[config.mk]
export PLATFORM = sky130hd
export DESIGN_NAME = oversampled_uart_transceiver_core
export DESIGN_NICKNAME = d
export VERILOG_FILES = /design/src/hdl/uot_pkg.sv /design/src/hdl/uot_ram.sv /design/src/hdl/uot_engine.sv /design/src/hdl/oversampled_uart_transceiver_core.sv
export SDC_FILE = /design/constraint.sdc
export NUM_CORES = 1
export LEC_CHECK = 0
export BUFFER_PORTS_ARGS = -buffer_cell sky130_fd_sc_hd__buf_2
export CORE_UTILIZATION = 45
export DETAILED_ROUTE_END_ITERATION = 6
export GPL_TIMING_DRIVEN = 0
export PLACE_DENSITY_LB_ADDON = 0.05
export SETUP_SLACK_MARGIN = 0.4
export SYNTH_ARGS = -nofsm -noshare
export SYNTH_HDL_FRONTEND = slang
export SYNTH_SLANG_ARGS = --single-unit
[constraint.sdc]
create_clock -name clk_i -period 3.6 [get_ports clk_i]
set_input_delay 0.36 -clock clk_i [delete_from_list [all_inputs] [get_ports clk_i]]
set_output_delay 0.36 -clock clk_i [all_outputs]
set_load 0.005 [all_outputs]
[src/hdl/uot_pkg.sv]
// ----------------------------------------------------------------------------
// uot_pkg
// Shared types and constants of the oversampled UART transceiver.
// ----------------------------------------------------------------------------
package uot_pkg;

  localparam int OP_W       = 3;
  localparam int CFG_IDX_W  = 2;
  localparam int RX_COUNT_W = 6;
  localparam int FRAME_BITS = 10;

  // Receiver phase: data bits 0..7, stop bit from 8 up, start-bit search.
  localparam logic [3:0] RX_SEARCH    = 4'hF;
  localparam logic [3:0] RX_STOP_BIT  = 4'd8;

  typedef enum logic [OP_W-1:0] {
    OP_TICK  = 3'd0,
    OP_WRITE = 3'd1,
    OP_READ  = 3'd2,
    OP_PEEK  = 3'd3,
    OP_FLUSH = 3'd4
  } op_e;

  typedef enum logic [CFG_IDX_W-1:0] {
    CFG_INVERSE     = 2'd0,
    CFG_HALF_DUPLEX = 2'd1,
    CFG_RX_ENABLE   = 2'd2
  } cfg_idx_e;

  typedef struct packed {
    op_e        op;
    logic       rx_pin;
    logic [7:0] tx_data;
  } item_t;

  typedef struct packed {
    logic                 we;
    logic [CFG_IDX_W-1:0] idx;
    logic                 data;
  } cfg_t;

  typedef struct packed {
    logic                  tx_pin;
    logic                  tx_busy;
    logic                  write_refused;
    logic                  read_valid;
    logic [RX_COUNT_W-1:0] rx_count;
    logic                  overflow;
  } status_t;

endpackage

[src/hdl/uot_ram.sv]
// ----------------------------------------------------------------------------
// uot_ram
// Generic single-clock RAM, one write port and one registered read port.
// ----------------------------------------------------------------------------
module uot_ram #(
  parameter int WIDTH = 8,
  parameter int DEPTH = 64
) (
  input  logic                     clk_i,
  input  logic                     we_i,
  input  logic [$clog2(DEPTH)-1:0] waddr_i,
  input  logic [WIDTH-1:0]         wdata_i,
  input  logic                     re_i,
  input  logic [$clog2(DEPTH)-1:0] raddr_i,
  output logic [WIDTH-1:0]         rdata_o
);

  logic [WIDTH-1:0] mem_q [DEPTH];
  logic [WIDTH-1:0] rdata_q;

  always_ff @(posedge clk_i) begin
    if (we_i) begin
      mem_q[waddr_i] <= wdata_i;
    end
    if (re_i) begin
      rdata_q <= mem_q[raddr_i];
    end
  end

  assign rdata_o = rdata_q;

endmodule

[src/hdl/uot_engine.sv]
// ----------------------------------------------------------------------------
// uot_engine
// Receiver, transmitter, ring pointers and configuration state. Drives the
// ring memory ports and reports the status after each request.
// ----------------------------------------------------------------------------
module uot_engine #(
  parameter int RING_DEPTH    = 64,
  parameter int TICKS_PER_BIT = 3,
  parameter int GUARD_BITS    = 5
) (
  input  logic                          clk_i,
  input  logic                          rst_ni,
  input  logic                          acc_i,
  input  uot_pkg::item_t                item_i,
  input  uot_pkg::cfg_t                 cfg_i,
  output uot_pkg::status_t              status_o,
  output logic                          ram_we_o,
  output logic [$clog2(RING_DEPTH)-1:0] ram_waddr_o,
  output logic [7:0]                    ram_wdata_o,
  output logic                          ram_re_o,
  output logic [$clog2(RING_DEPTH)-1:0] ram_raddr_o
);
  import uot_pkg::*;

  localparam int AW  = $clog2(RING_DEPTH);
  localparam int CW  = AW + 1;
  localparam int RXW = $clog2(TICKS_PER_BIT + 2);
  localparam int TXW = $clog2(TICKS_PER_BIT + 1);
  localparam int SW  = $clog2(FRAME_BITS + TICKS_PER_BIT * GUARD_BITS + 2);
  localparam logic [SW-1:0]  GUARD_END = SW'(FRAME_BITS + TICKS_PER_BIT * GUARD_BITS);
  localparam logic [SW-1:0]  FRAME_END = SW'(FRAME_BITS);
  localparam logic [AW-1:0]  PTR_LAST  = AW'(RING_DEPTH - 1);
  localparam logic [CW-1:0]  DEPTH_CW  = CW'(RING_DEPTH);

  function automatic logic [AW-1:0] ptr_inc(input logic [AW-1:0] p);
    return (p == PTR_LAST) ? '0 : p + 1'b1;
  endfunction

  logic            inv_q, inv_d, hdx_q, hdx_d, rxen_q, rxen_d;
  logic [3:0]      rx_phase_q, rx_phase_d;
  logic [RXW-1:0]  rx_wait_q, rx_wait_d, rx_w_dec;
  logic [7:0]      rx_shift_q, rx_shift_d;
  logic [AW-1:0]   head_q, head_d, tail_q, tail_d, tail_inc;
  logic            ovf_q, ovf_d;
  logic [9:0]      tx_shift_q, tx_shift_d;
  logic [SW-1:0]   tx_step_q, tx_step_d, step_inc;
  logic [TXW-1:0]  tx_wait_q, tx_wait_d, tx_w_dec;
  logic            active_q, active_d, line_q, line_d, level_q, level_d;
  logic            rx_bit, refused, rd_valid;
  logic [CW-1:0]   count;

  assign rx_w_dec = (rx_wait_q != '0) ? rx_wait_q - 1'b1 : '0;
  assign tx_w_dec = (tx_wait_q != '0) ? tx_wait_q - 1'b1 : '0;
  assign rx_bit   = item_i.rx_pin ^ inv_q;
  assign tail_inc = ptr_inc(tail_q);
  assign step_inc = tx_step_q + 1'b1;

  always_comb begin
    inv_d = inv_q;       hdx_d = hdx_q;           rxen_d = rxen_q;
    rx_phase_d = rx_phase_q; rx_wait_d = rx_wait_q; rx_shift_d = rx_shift_q;
    head_d = head_q;     tail_d = tail_q;         ovf_d = ovf_q;
    tx_shift_d = tx_shift_q; tx_step_d = tx_step_q; tx_wait_d = tx_wait_q;
    active_d = active_q; line_d = line_q;         level_d = level_q;
    ram_we_o = 1'b0;     ram_waddr_o = tail_q;    ram_wdata_o = rx_shift_q;
    ram_re_o = 1'b0;     ram_raddr_o = head_q;
    refused = 1'b0;      rd_valid = 1'b0;

    if (cfg_i.we) begin
      unique case (cfg_i.idx)
        CFG_INVERSE: begin
          inv_d = cfg_i.data;
          if (!active_q) level_d = ~cfg_i.data;
        end
        CFG_HALF_DUPLEX: hdx_d = cfg_i.data;
        CFG_RX_ENABLE: begin
          if (cfg_i.data && !rxen_q) begin
            rx_wait_d  = RXW'(1);
            rx_phase_d = RX_SEARCH;
            if (!hdx_q) line_d = 1'b1;
          end else if (!cfg_i.data && rxen_q) begin
            if (hdx_q && line_q) level_d = ~inv_q;
            line_d = 1'b0;
          end
          rxen_d = cfg_i.data;
        end
        default: ;
      endcase
    end else if (acc_i) begin
      case (item_i.op)
        OP_TICK: begin
          if (line_q) begin
            if (rx_w_dec != '0) begin
              rx_wait_d = rx_w_dec;
            end else if (rx_phase_q == RX_SEARCH) begin
              if (!rx_bit) begin
                rx_phase_d = 4'd0;
                rx_wait_d  = RXW'(TICKS_PER_BIT + 1);
                rx_shift_d = 8'd0;
              end else begin
                rx_wait_d = RXW'(1);
              end
            end else if (rx_phase_q >= RX_STOP_BIT) begin
              if (rx_bit) begin
                if (tail_inc != head_q) begin
                  ram_we_o = 1'b1;
                  tail_d   = tail_inc;
                end else begin
                  ovf_d = 1'b1;
                end
              end
              rx_wait_d  = RXW'(1);
              rx_phase_d = RX_SEARCH;
            end else begin
              rx_shift_d = {rx_bit, rx_shift_q[7:1]};
              rx_phase_d = rx_phase_q + 4'd1;
              rx_wait_d  = RXW'(TICKS_PER_BIT);
            end
          end
          if (active_q) begin
            if (tx_w_dec != '0) begin
              tx_wait_d = tx_w_dec;
            end else if (tx_step_q < FRAME_END) begin
              tx_step_d  = step_inc;
              level_d    = tx_shift_q[0];
              tx_shift_d = {1'b0, tx_shift_q[9:1]};
              tx_wait_d  = TXW'(TICKS_PER_BIT);
            end else begin
              tx_step_d = step_inc;
              tx_wait_d = TXW'(1);
              // End of the guard: a half-duplex line turns back to receive.
              if (step_inc > GUARD_END) begin
                if (hdx_q && rxen_q && !line_q) begin
                  rx_phase_d = RX_SEARCH;
                  rx_wait_d  = RXW'(2);
                  line_d     = 1'b1;
                end
                active_d = 1'b0;
              end
            end
          end
        end
        OP_WRITE: begin
          if (active_q && tx_step_q <= FRAME_END) begin
            refused = 1'b1;
          end else begin
            tx_shift_d = inv_q ? ~{1'b1, item_i.tx_data, 1'b0} : {1'b1, item_i.tx_data, 1'b0};
            tx_step_d  = '0;
            tx_wait_d  = TXW'(TICKS_PER_BIT);
            if (hdx_q && line_q) begin
              level_d = ~inv_q;
              line_d  = 1'b0;
            end
            active_d = 1'b1;
          end
        end
        OP_READ, OP_PEEK: begin
          if (head_q != tail_q) begin
            rd_valid = 1'b1;
            ram_re_o = 1'b1;
            if (item_i.op == OP_READ) head_d = ptr_inc(head_q);
          end
        end
        OP_FLUSH: begin
          head_d = '0;
          tail_d = '0;
        end
        default: ;
      endcase
    end
  end

  always_comb begin
    count = {1'b0, tail_d} - {1'b0, head_d};
    if (tail_d < head_d) count = count + DEPTH_CW;
  end

  assign status_o.tx_pin        = level_d;
  assign status_o.tx_busy       = active_d;
  assign status_o.write_refused = refused;
  assign status_o.read_valid    = rd_valid;
  assign status_o.rx_count      = RX_COUNT_W'(count);
  assign status_o.overflow      = ovf_d;

  always_ff @(posedge clk_i or negedge rst_ni) begin
    if (!rst_ni) begin
      inv_q <= 1'b0;  hdx_q <= 1'b0;  rxen_q <= 1'b0;
      rx_phase_q <= RX_SEARCH;  rx_wait_q <= RXW'(1);  rx_shift_q <= 8'd0;
      head_q <= '0;  tail_q <= '0;  ovf_q <= 1'b0;
      tx_shift_q <= '0;  tx_step_q <= '0;  tx_wait_q <= TXW'(1);
      active_q <= 1'b0;  line_q <= 1'b0;  level_q <= 1'b1;
    end else begin
      inv_q <= inv_d;  hdx_q <= hdx_d;  rxen_q <= rxen_d;
      rx_phase_q <= rx_phase_d;  rx_wait_q <= rx_wait_d;  rx_shift_q <= rx_shift_d;
      head_q <= head_d;  tail_q <= tail_d;  ovf_q <= ovf_d;
      tx_shift_q <= tx_shift_d;  tx_step_q <= tx_step_d;  tx_wait_q <= tx_wait_d;
      active_q <= active_d;  line_q <= line_d;  level_q <= level_d;
    end
  end

endmodule

[src/hdl/oversampled_uart_transceiver_core.sv]
// ----------------------------------------------------------------------------
// oversampled_uart_transceiver_core
// UART 8N1 transceiver stepped by oversampling ticks, with a receive ring.
// ----------------------------------------------------------------------------
//  Channel   Direction  Handshake            Contents
//  s_axis    in         tvalid/tready        request: op, rx_pin, tx_data
//  m_axis    out        tvalid/tready        result: line and ring status
//  cfg       in         cfg_we_i (no wait)   inverse_logic, half_duplex, rx_enable
//
// One request is accepted per clock cycle unless a stalled output backs up stage one.
// Its result leaves after the registered read of the ring memory and the output register.
// Reset clears all control state; the ring memory needs no clearing pass,
// since the head and tail pointers keep unwritten entries out of reach.
// A stalled output holds one result and still lets one more request in.
// ----------------------------------------------------------------------------
module oversampled_uart_transceiver_core #(
  parameter int RING_DEPTH    = 64,
  parameter int TICKS_PER_BIT = 3,
  parameter int GUARD_BITS    = 5
) (
  input  logic                            clk_i,
  input  logic                            rst_ni,
  input  logic                            s_axis_tvalid,
  output logic                            s_axis_tready,
  input  logic [15:0]                     s_axis_tdata,  // rx_pin, tx_data, zero pad
  input  logic [uot_pkg::OP_W-1:0]        s_axis_tuser,  // op
  output logic                            m_axis_tvalid,
  input  logic                            m_axis_tready,
  // tx_pin, tx_busy, write_refused, read_valid, read_data, rx_count, overflow, pad
  output logic [23:0]                     m_axis_tdata,
  input  logic                            cfg_we_i,
  input  logic [uot_pkg::CFG_IDX_W-1:0]   cfg_idx_i,
  input  logic                            cfg_data_i
);
  import uot_pkg::*;

  localparam int AW = $clog2(RING_DEPTH);

  item_t   item;
  cfg_t    cfg;
  status_t status;
  logic    acc;
  logic    ram_we, ram_re;
  logic [AW-1:0] ram_waddr, ram_raddr;
  logic [7:0]    ram_wdata, ram_rdata;

  // Stage one waits for the ring read data; the output stage holds the result.
  logic    s1_v_q, s1_v_d, s1_adv;
  status_t s1_st_q;
  logic    out_v_q, out_v_d;
  status_t out_st_q;
  logic [7:0] out_data_q;

  assign item.op      = op_e'(s_axis_tuser);
  assign item.rx_pin  = s_axis_tdata[0];
  assign item.tx_data = s_axis_tdata[8:1];

  assign cfg.we   = cfg_we_i;
  assign cfg.idx  = cfg_idx_i;
  assign cfg.data = cfg_data_i;

  assign s1_adv        = s1_v_q && (!out_v_q || m_axis_tready);
  assign s_axis_tready = !s1_v_q || s1_adv;
  assign acc           = s_axis_tvalid && s_axis_tready;
  assign s1_v_d        = acc || (s1_v_q && !s1_adv);
  assign out_v_d       = s1_adv || (out_v_q && !m_axis_tready);

  uot_engine #(
    .RING_DEPTH   (RING_DEPTH),
    .TICKS_PER_BIT(TICKS_PER_BIT),
    .GUARD_BITS   (GUARD_BITS)
  ) u_engine (
    .clk_i      (clk_i),
    .rst_ni     (rst_ni),
    .acc_i      (acc),
    .item_i     (item),
    .cfg_i      (cfg),
    .status_o   (status),
    .ram_we_o   (ram_we),
    .ram_waddr_o(ram_waddr),
    .ram_wdata_o(ram_wdata),
    .ram_re_o   (ram_re),
    .ram_raddr_o(ram_raddr)
  );

  // The read data register only changes on an accepted read, which can only happen
  // when stage one is empty or moves on, so a waiting result keeps its byte.
  uot_ram #(
    .WIDTH(8),
    .DEPTH(RING_DEPTH)
  ) u_ring (
    .clk_i  (clk_i),
    .we_i   (ram_we),
    .waddr_i(ram_waddr),
    .wdata_i(ram_wdata),
    .re_i   (ram_re),
    .raddr_i(ram_raddr),
    .rdata_o(ram_rdata)
  );

  always_ff @(posedge clk_i or negedge rst_ni) begin
    if (!rst_ni) begin
      s1_v_q  <= 1'b0;
      out_v_q <= 1'b0;
    end else begin
      s1_v_q  <= s1_v_d;
      out_v_q <= out_v_d;
    end
  end

  always_ff @(posedge clk_i) begin
    if (acc) begin
      s1_st_q <= status;
    end
    if (s1_adv) begin
      out_st_q   <= s1_st_q;
      out_data_q <= s1_st_q.read_valid ? ram_rdata : 8'd0;
    end
  end

  assign m_axis_tvalid = out_v_q;
  assign m_axis_tdata  = {5'd0, out_st_q.overflow, out_st_q.rx_count, out_data_q,
                          out_st_q.read_valid, out_st_q.write_refused,
                          out_st_q.tx_busy, out_st_q.tx_pin};

  // The ring is never written and read in the same cycle.
  a_ram_ports : assert property (@(posedge clk_i) disable iff (!rst_ni)
    !(ram_we && ram_re))
    else $error("ring written and read in one cycle");

  // A ring read always belongs to a request that sits in stage one next cycle.
  a_read_tracked : assert property (@(posedge clk_i) disable iff (!rst_ni)
    ram_re |=> s1_v_q)
    else $error("ring read data without a waiting request");

  // A result without a found byte carries zero read data.
  a_read_zero : assert property (@(posedge clk_i) disable iff (!rst_ni)
    (m_axis_tvalid && !m_axis_tdata[3]) |-> (m_axis_tdata[11:4] == 8'd0))
    else $error("read data without a valid read");

endmodule
==> impl_metrics.csv <==
group,metric,value,unit
critical_path,crit_cells,18,
critical_path,r2r_slack,-70,ps
critical_path,reg2reg_to,"s1_st_q[6]$_DFFE_PP_",
floorplanning,rows,85,
routing,vias,13400,
floorplanning,start_util,45.8,%
status,violations,"capacitance limit, slew limit, setup timing",
final_layout,fillCellCount,4213,
synthesis,ys.flop_type,"edfxtp_1",
final_layout,fin_nets,1602,
critical_path,path_max_fanout,5,
global_route,antenna_found_initial,2,
sta,fmax,273,MHz
floorplanning,chipWidth,237,µm
routing,final_antenna_net_count,0,
routing,drc_errors,0,
final_layout,multi_input_area,7130,µm²
synthesis,synth_area_leaders,"edfxtp_1, mux4_2, dfrtp_1, nor2_1, nand2_1",
synthesis,postSynthCellCount,1370,
final_layout,area_growth,20.5,%
critical_path,endpoint,"s1_st_q[6]$_DFFE_PP_",
floorplanning,core_area,54100,µm²
clock_network,root_buffer,"clkbuf_16",
synthesis,synth_edf_count,550,
critical_path,path_buf_inv,4,
sta,hold_violations,0,
global_route,use_met3,3.68,%
sta,fin_ws,-65.1,ps
synthesis,synthArstFlopShare,8.79,%
critical_path,critical_path_arrival,4030,ps
critical_path,crit_path_end_kind,"flip-flop",
routing,first_pass_iters,7,
sta,tightest_slew,1520,ps
critical_path,crit_family,"compound AO/OA/AOI/OAI gates",
routing,wl_per_cell,27.8,µm
global_route,grt_overflow,0,
global_route,grt.met2_usage,38.2,%
place,placed_area,26100,µm²
synthesis,ys_ff_latch,603,
pwr,leakage,9.55,nW
critical_path,rr_worst_depth,18,
global_route,grt_pass1_vias,13600,
global_route,grt_max_degree,54,
critical_path,startpoint,"u_engine.ram_waddr_o[1]$_DFF_PN0_",
critical_path,cp_slowest_cell,"dfrtp_1",
final_layout,n_antenna_cell,0,
floorplanning,die_area,56000,µm²
sta,relSlewSlack,-1.61,%
synthesis,yosysSeqAreaShare,72.0,%
min_path,min_path_type,"in -> reg",
synthesis,synth_top_area_share,66.6,%
sta,period_share,102,%
critical_path,cp-start-kind,"flip-flop",
global_route,grt_most_used_layer,"met2",
final_layout,seq_area,17900,µm²
job,drv_cap,3,
global_route,grt_pass1_wl,94200,µm
pwr,p_per_area,506,nW/µm²
synthesis,synth_top_area_cell,"edfxtp_1",
synthesis,syn_area,24800,µm²
sta,rsz0062_at_grt,"true",
synthesis,yosysUniqueCellTypes,75,
global_route,gr-usage-met1,32.8,%
place,hpwl,41800,µm
final_layout,fin_cells,2309,
clock_network,cts_sinks,603,
routing,drt_iter0_drc,1245,
sta,setup_violations,1,
status,outcome,"complete, but fails checks",
clock_network,cts_max_level,2,
sta,finClkSkew,14.7,ps
pwr,ir_worst_vdd,0.000358,V
sta,maxSlewViolCount,18,
clock_network,clk_pin_slew,70,ps
routing,routed_via_density,5.81,
clock_network,cts_max_path_buffers,3,
place,port-buffer-count,40,
critical_path,required,3960,ps
final_layout,final_cell_area,29900,µm²
place,gp_congestion,0.861,
synthesis,yosysWarningCount,0,
critical_path,critical_path.cell_chain,"ha_4 -> and3_4 -> buf_6 -> buf_4 -> nand3_1 -> o21ai_2 -> o22ai_4 -> a211oi_4 -> buf_4 -> buf_12 -> nand2_1 -> o211ai_1 -> ha_1 -> a21oi_2 -> o21bai_1 -> a21oi_1 -> xnor2_1 -> xnor2_1",
sta,whs,67.6,ps
pwr,power,0.0151,W
critical_path,cpPeakStageDelay,420,ps
synthesis,syn_area_per_cell,18.1,µm²
routing,wirelength,64300,µm
floorplanning,die_h,237,µm
place,numPlacedInstances,2118,
critical_path,crit_type,"reg -> reg",
global_route,grt_use_total,23.5,%
clock_network,cts_tree,"done",
final_layout,drive_above_1_share,33.5,%
floorplanning,ios,53,
critical_path,r2r-start,"u_engine.ram_waddr_o[1]$_DFF_PN0_",
clock_network,cts_made_buffers,61,
clock_network,clock_latency,630,ps
sta,period_minus_slack,3670,ps
-- state kept, by name (all words and copies together) (netlist names), 2 cells and up --
register              cells
u_engine.tx_shift_q      10
u_ring.rdata_o            8
u_engine.rx_wait_q        3
u_ring.mem_q            512
s1_st_q                  11
u_engine.ram_waddr_o      6
u_engine.tx_step_q        5
m_axis_tdata             11
u_engine.ram_raddr_o      6
out_data_q                8
u_engine.rx_phase_q       4
u_engine.tx_wait_q        2
u_engine.ram_wdata_o      8
-- cells by family (layout without fill, tap and decap cells) --
logic type,after synthesis,in the layout,share of synthesized area [%]
simple gates,292,292,5.77
xor+xnor,25,25,0.914
mux,174,174,14.5
other cells,1,5,0.0151
buf+inv,103,342,1.80
flops,603,603,72.0
compound gates,157,157,4.22
fa+ha+maj,15,15,0.788
-- where the power goes --
part | total [W] | switching [W] | leakage (nW) | internal [W]
combinational | 0.000850 | 0.000512 | 2.96 | 0.000337
sequential | 0.00792 | 0.000142 | 5.62 | 0.00778
clock | 0.00635 | 0.00266 | 0.971 | 0.00369
total | 0.0151 | 0.00331 | 9.55 | 0.0118
-- Yosys cell counts (17+ instances only) --
cell / number
nor2_1: 99
o21ai_0: 38
mux4_2: 147
a21oi_1: 37
buf_2: 23
clkbuf_1: 39
nand2_1: 85
mux2i_1: 21
dfrtp_1: 46
inv_1: 21
edfxtp_1: 550
xnor2_1: 17
-- cell usage in the layout (no fill, tap or decap), drive strengths merged, types with 24 or more instances in the layout --
cell / synthesis / final
a21oi: 38 / 38
buf: 41 / 158
clkbuf: 39 / 119
clkinv: 0 / 27
dfrtp: 46 / 46
edfxtp: 550 / 550
inv: 23 / 24
mux4: 147 / 147
nand2: 85 / 85
nor2: 107 / 107
o21ai: 39 / 39
-- worst register-to-register path: cells and delay by family (launching register included) --
kind	cells	cell delay (ps)
AND/OR/NAND/NOR	3	410
flip-flops	1	420
buffers and inverters	4	500
XOR/XNOR	2	280
AO/OA/AOI/OAI	7	1300
adder cells (fa/ha/maj)	2	500
-- cell type report --
cell class	instances	area share, %
Inverter	23	0.289
Timing Repair Buffer	123	4.60
Sequential cell	603	59.8
Tap cell	696	2.92
Clock buffer	78	5.47
Multi-Input combinational cell	668	23.9
Buffer	80	1.79
Clock inverter	38	1.20
-- worst min-delay path by stage --
stage / cells after the start / start / endpoint / slack (ps)
CTS: 1 / rst_ni / u_engine.tx_shift_q[6]$_DFFE_PN0P_ / 40
detailed placement: 0 / s1_st_q[3]$_DFFE_PP_ / m_axis_tdata[14]$_DFFE_PP_ / 400
global route: 2 / cfg_data_i / u_engine.rxen_q$_DFFE_PN0P_ / 80
global placement: 0 / s1_st_q[10]$_DFFE_PP_ / m_axis_tdata[0]$_DFFE_PP_ / 400
floorplan: 0 / rst_ni / m_axis_tvalid$_DFF_PN0_ / 60
finish: 2 / cfg_data_i / u_engine.rxen_q$_DFFE_PN0P_ / 70
-- routing by layer --
metal / share of wire (%) / wire [µm] / vias to the layer above
met2: 49 / 31300 / 413
met4: 2.5 / 1630 / 0
li1: - / - / 5860
met5: 0 / 0 / -
met3: 5.3 / 3400 / 94
met1: 44 / 28000 / 7043
-- stage by stage --
stage,util [%],setup TNS (ps),worst slack [ps]
finish,55.1,-65.1,-65.1
detailed placement,48.2,-141070,-1770
global placement,47.9,-129830,-1790
global route,55.1,-472,-224
CTS,54.4,-32.1,-32.1
floorplan,-,0,173
-- repair_timing --
action / in CTS / in global routing
hold buffers: 2 / 1
endpoints found under the setup margin: 530 / 462
hold endpoints to repair: 2 / 46
pin swaps: 40 / 37
setup buffers: 56 / 15
gates cloned: 1 / 0
resized for setup: 203 / 55
Note: power is estimated with default switching activity, not from simulation.
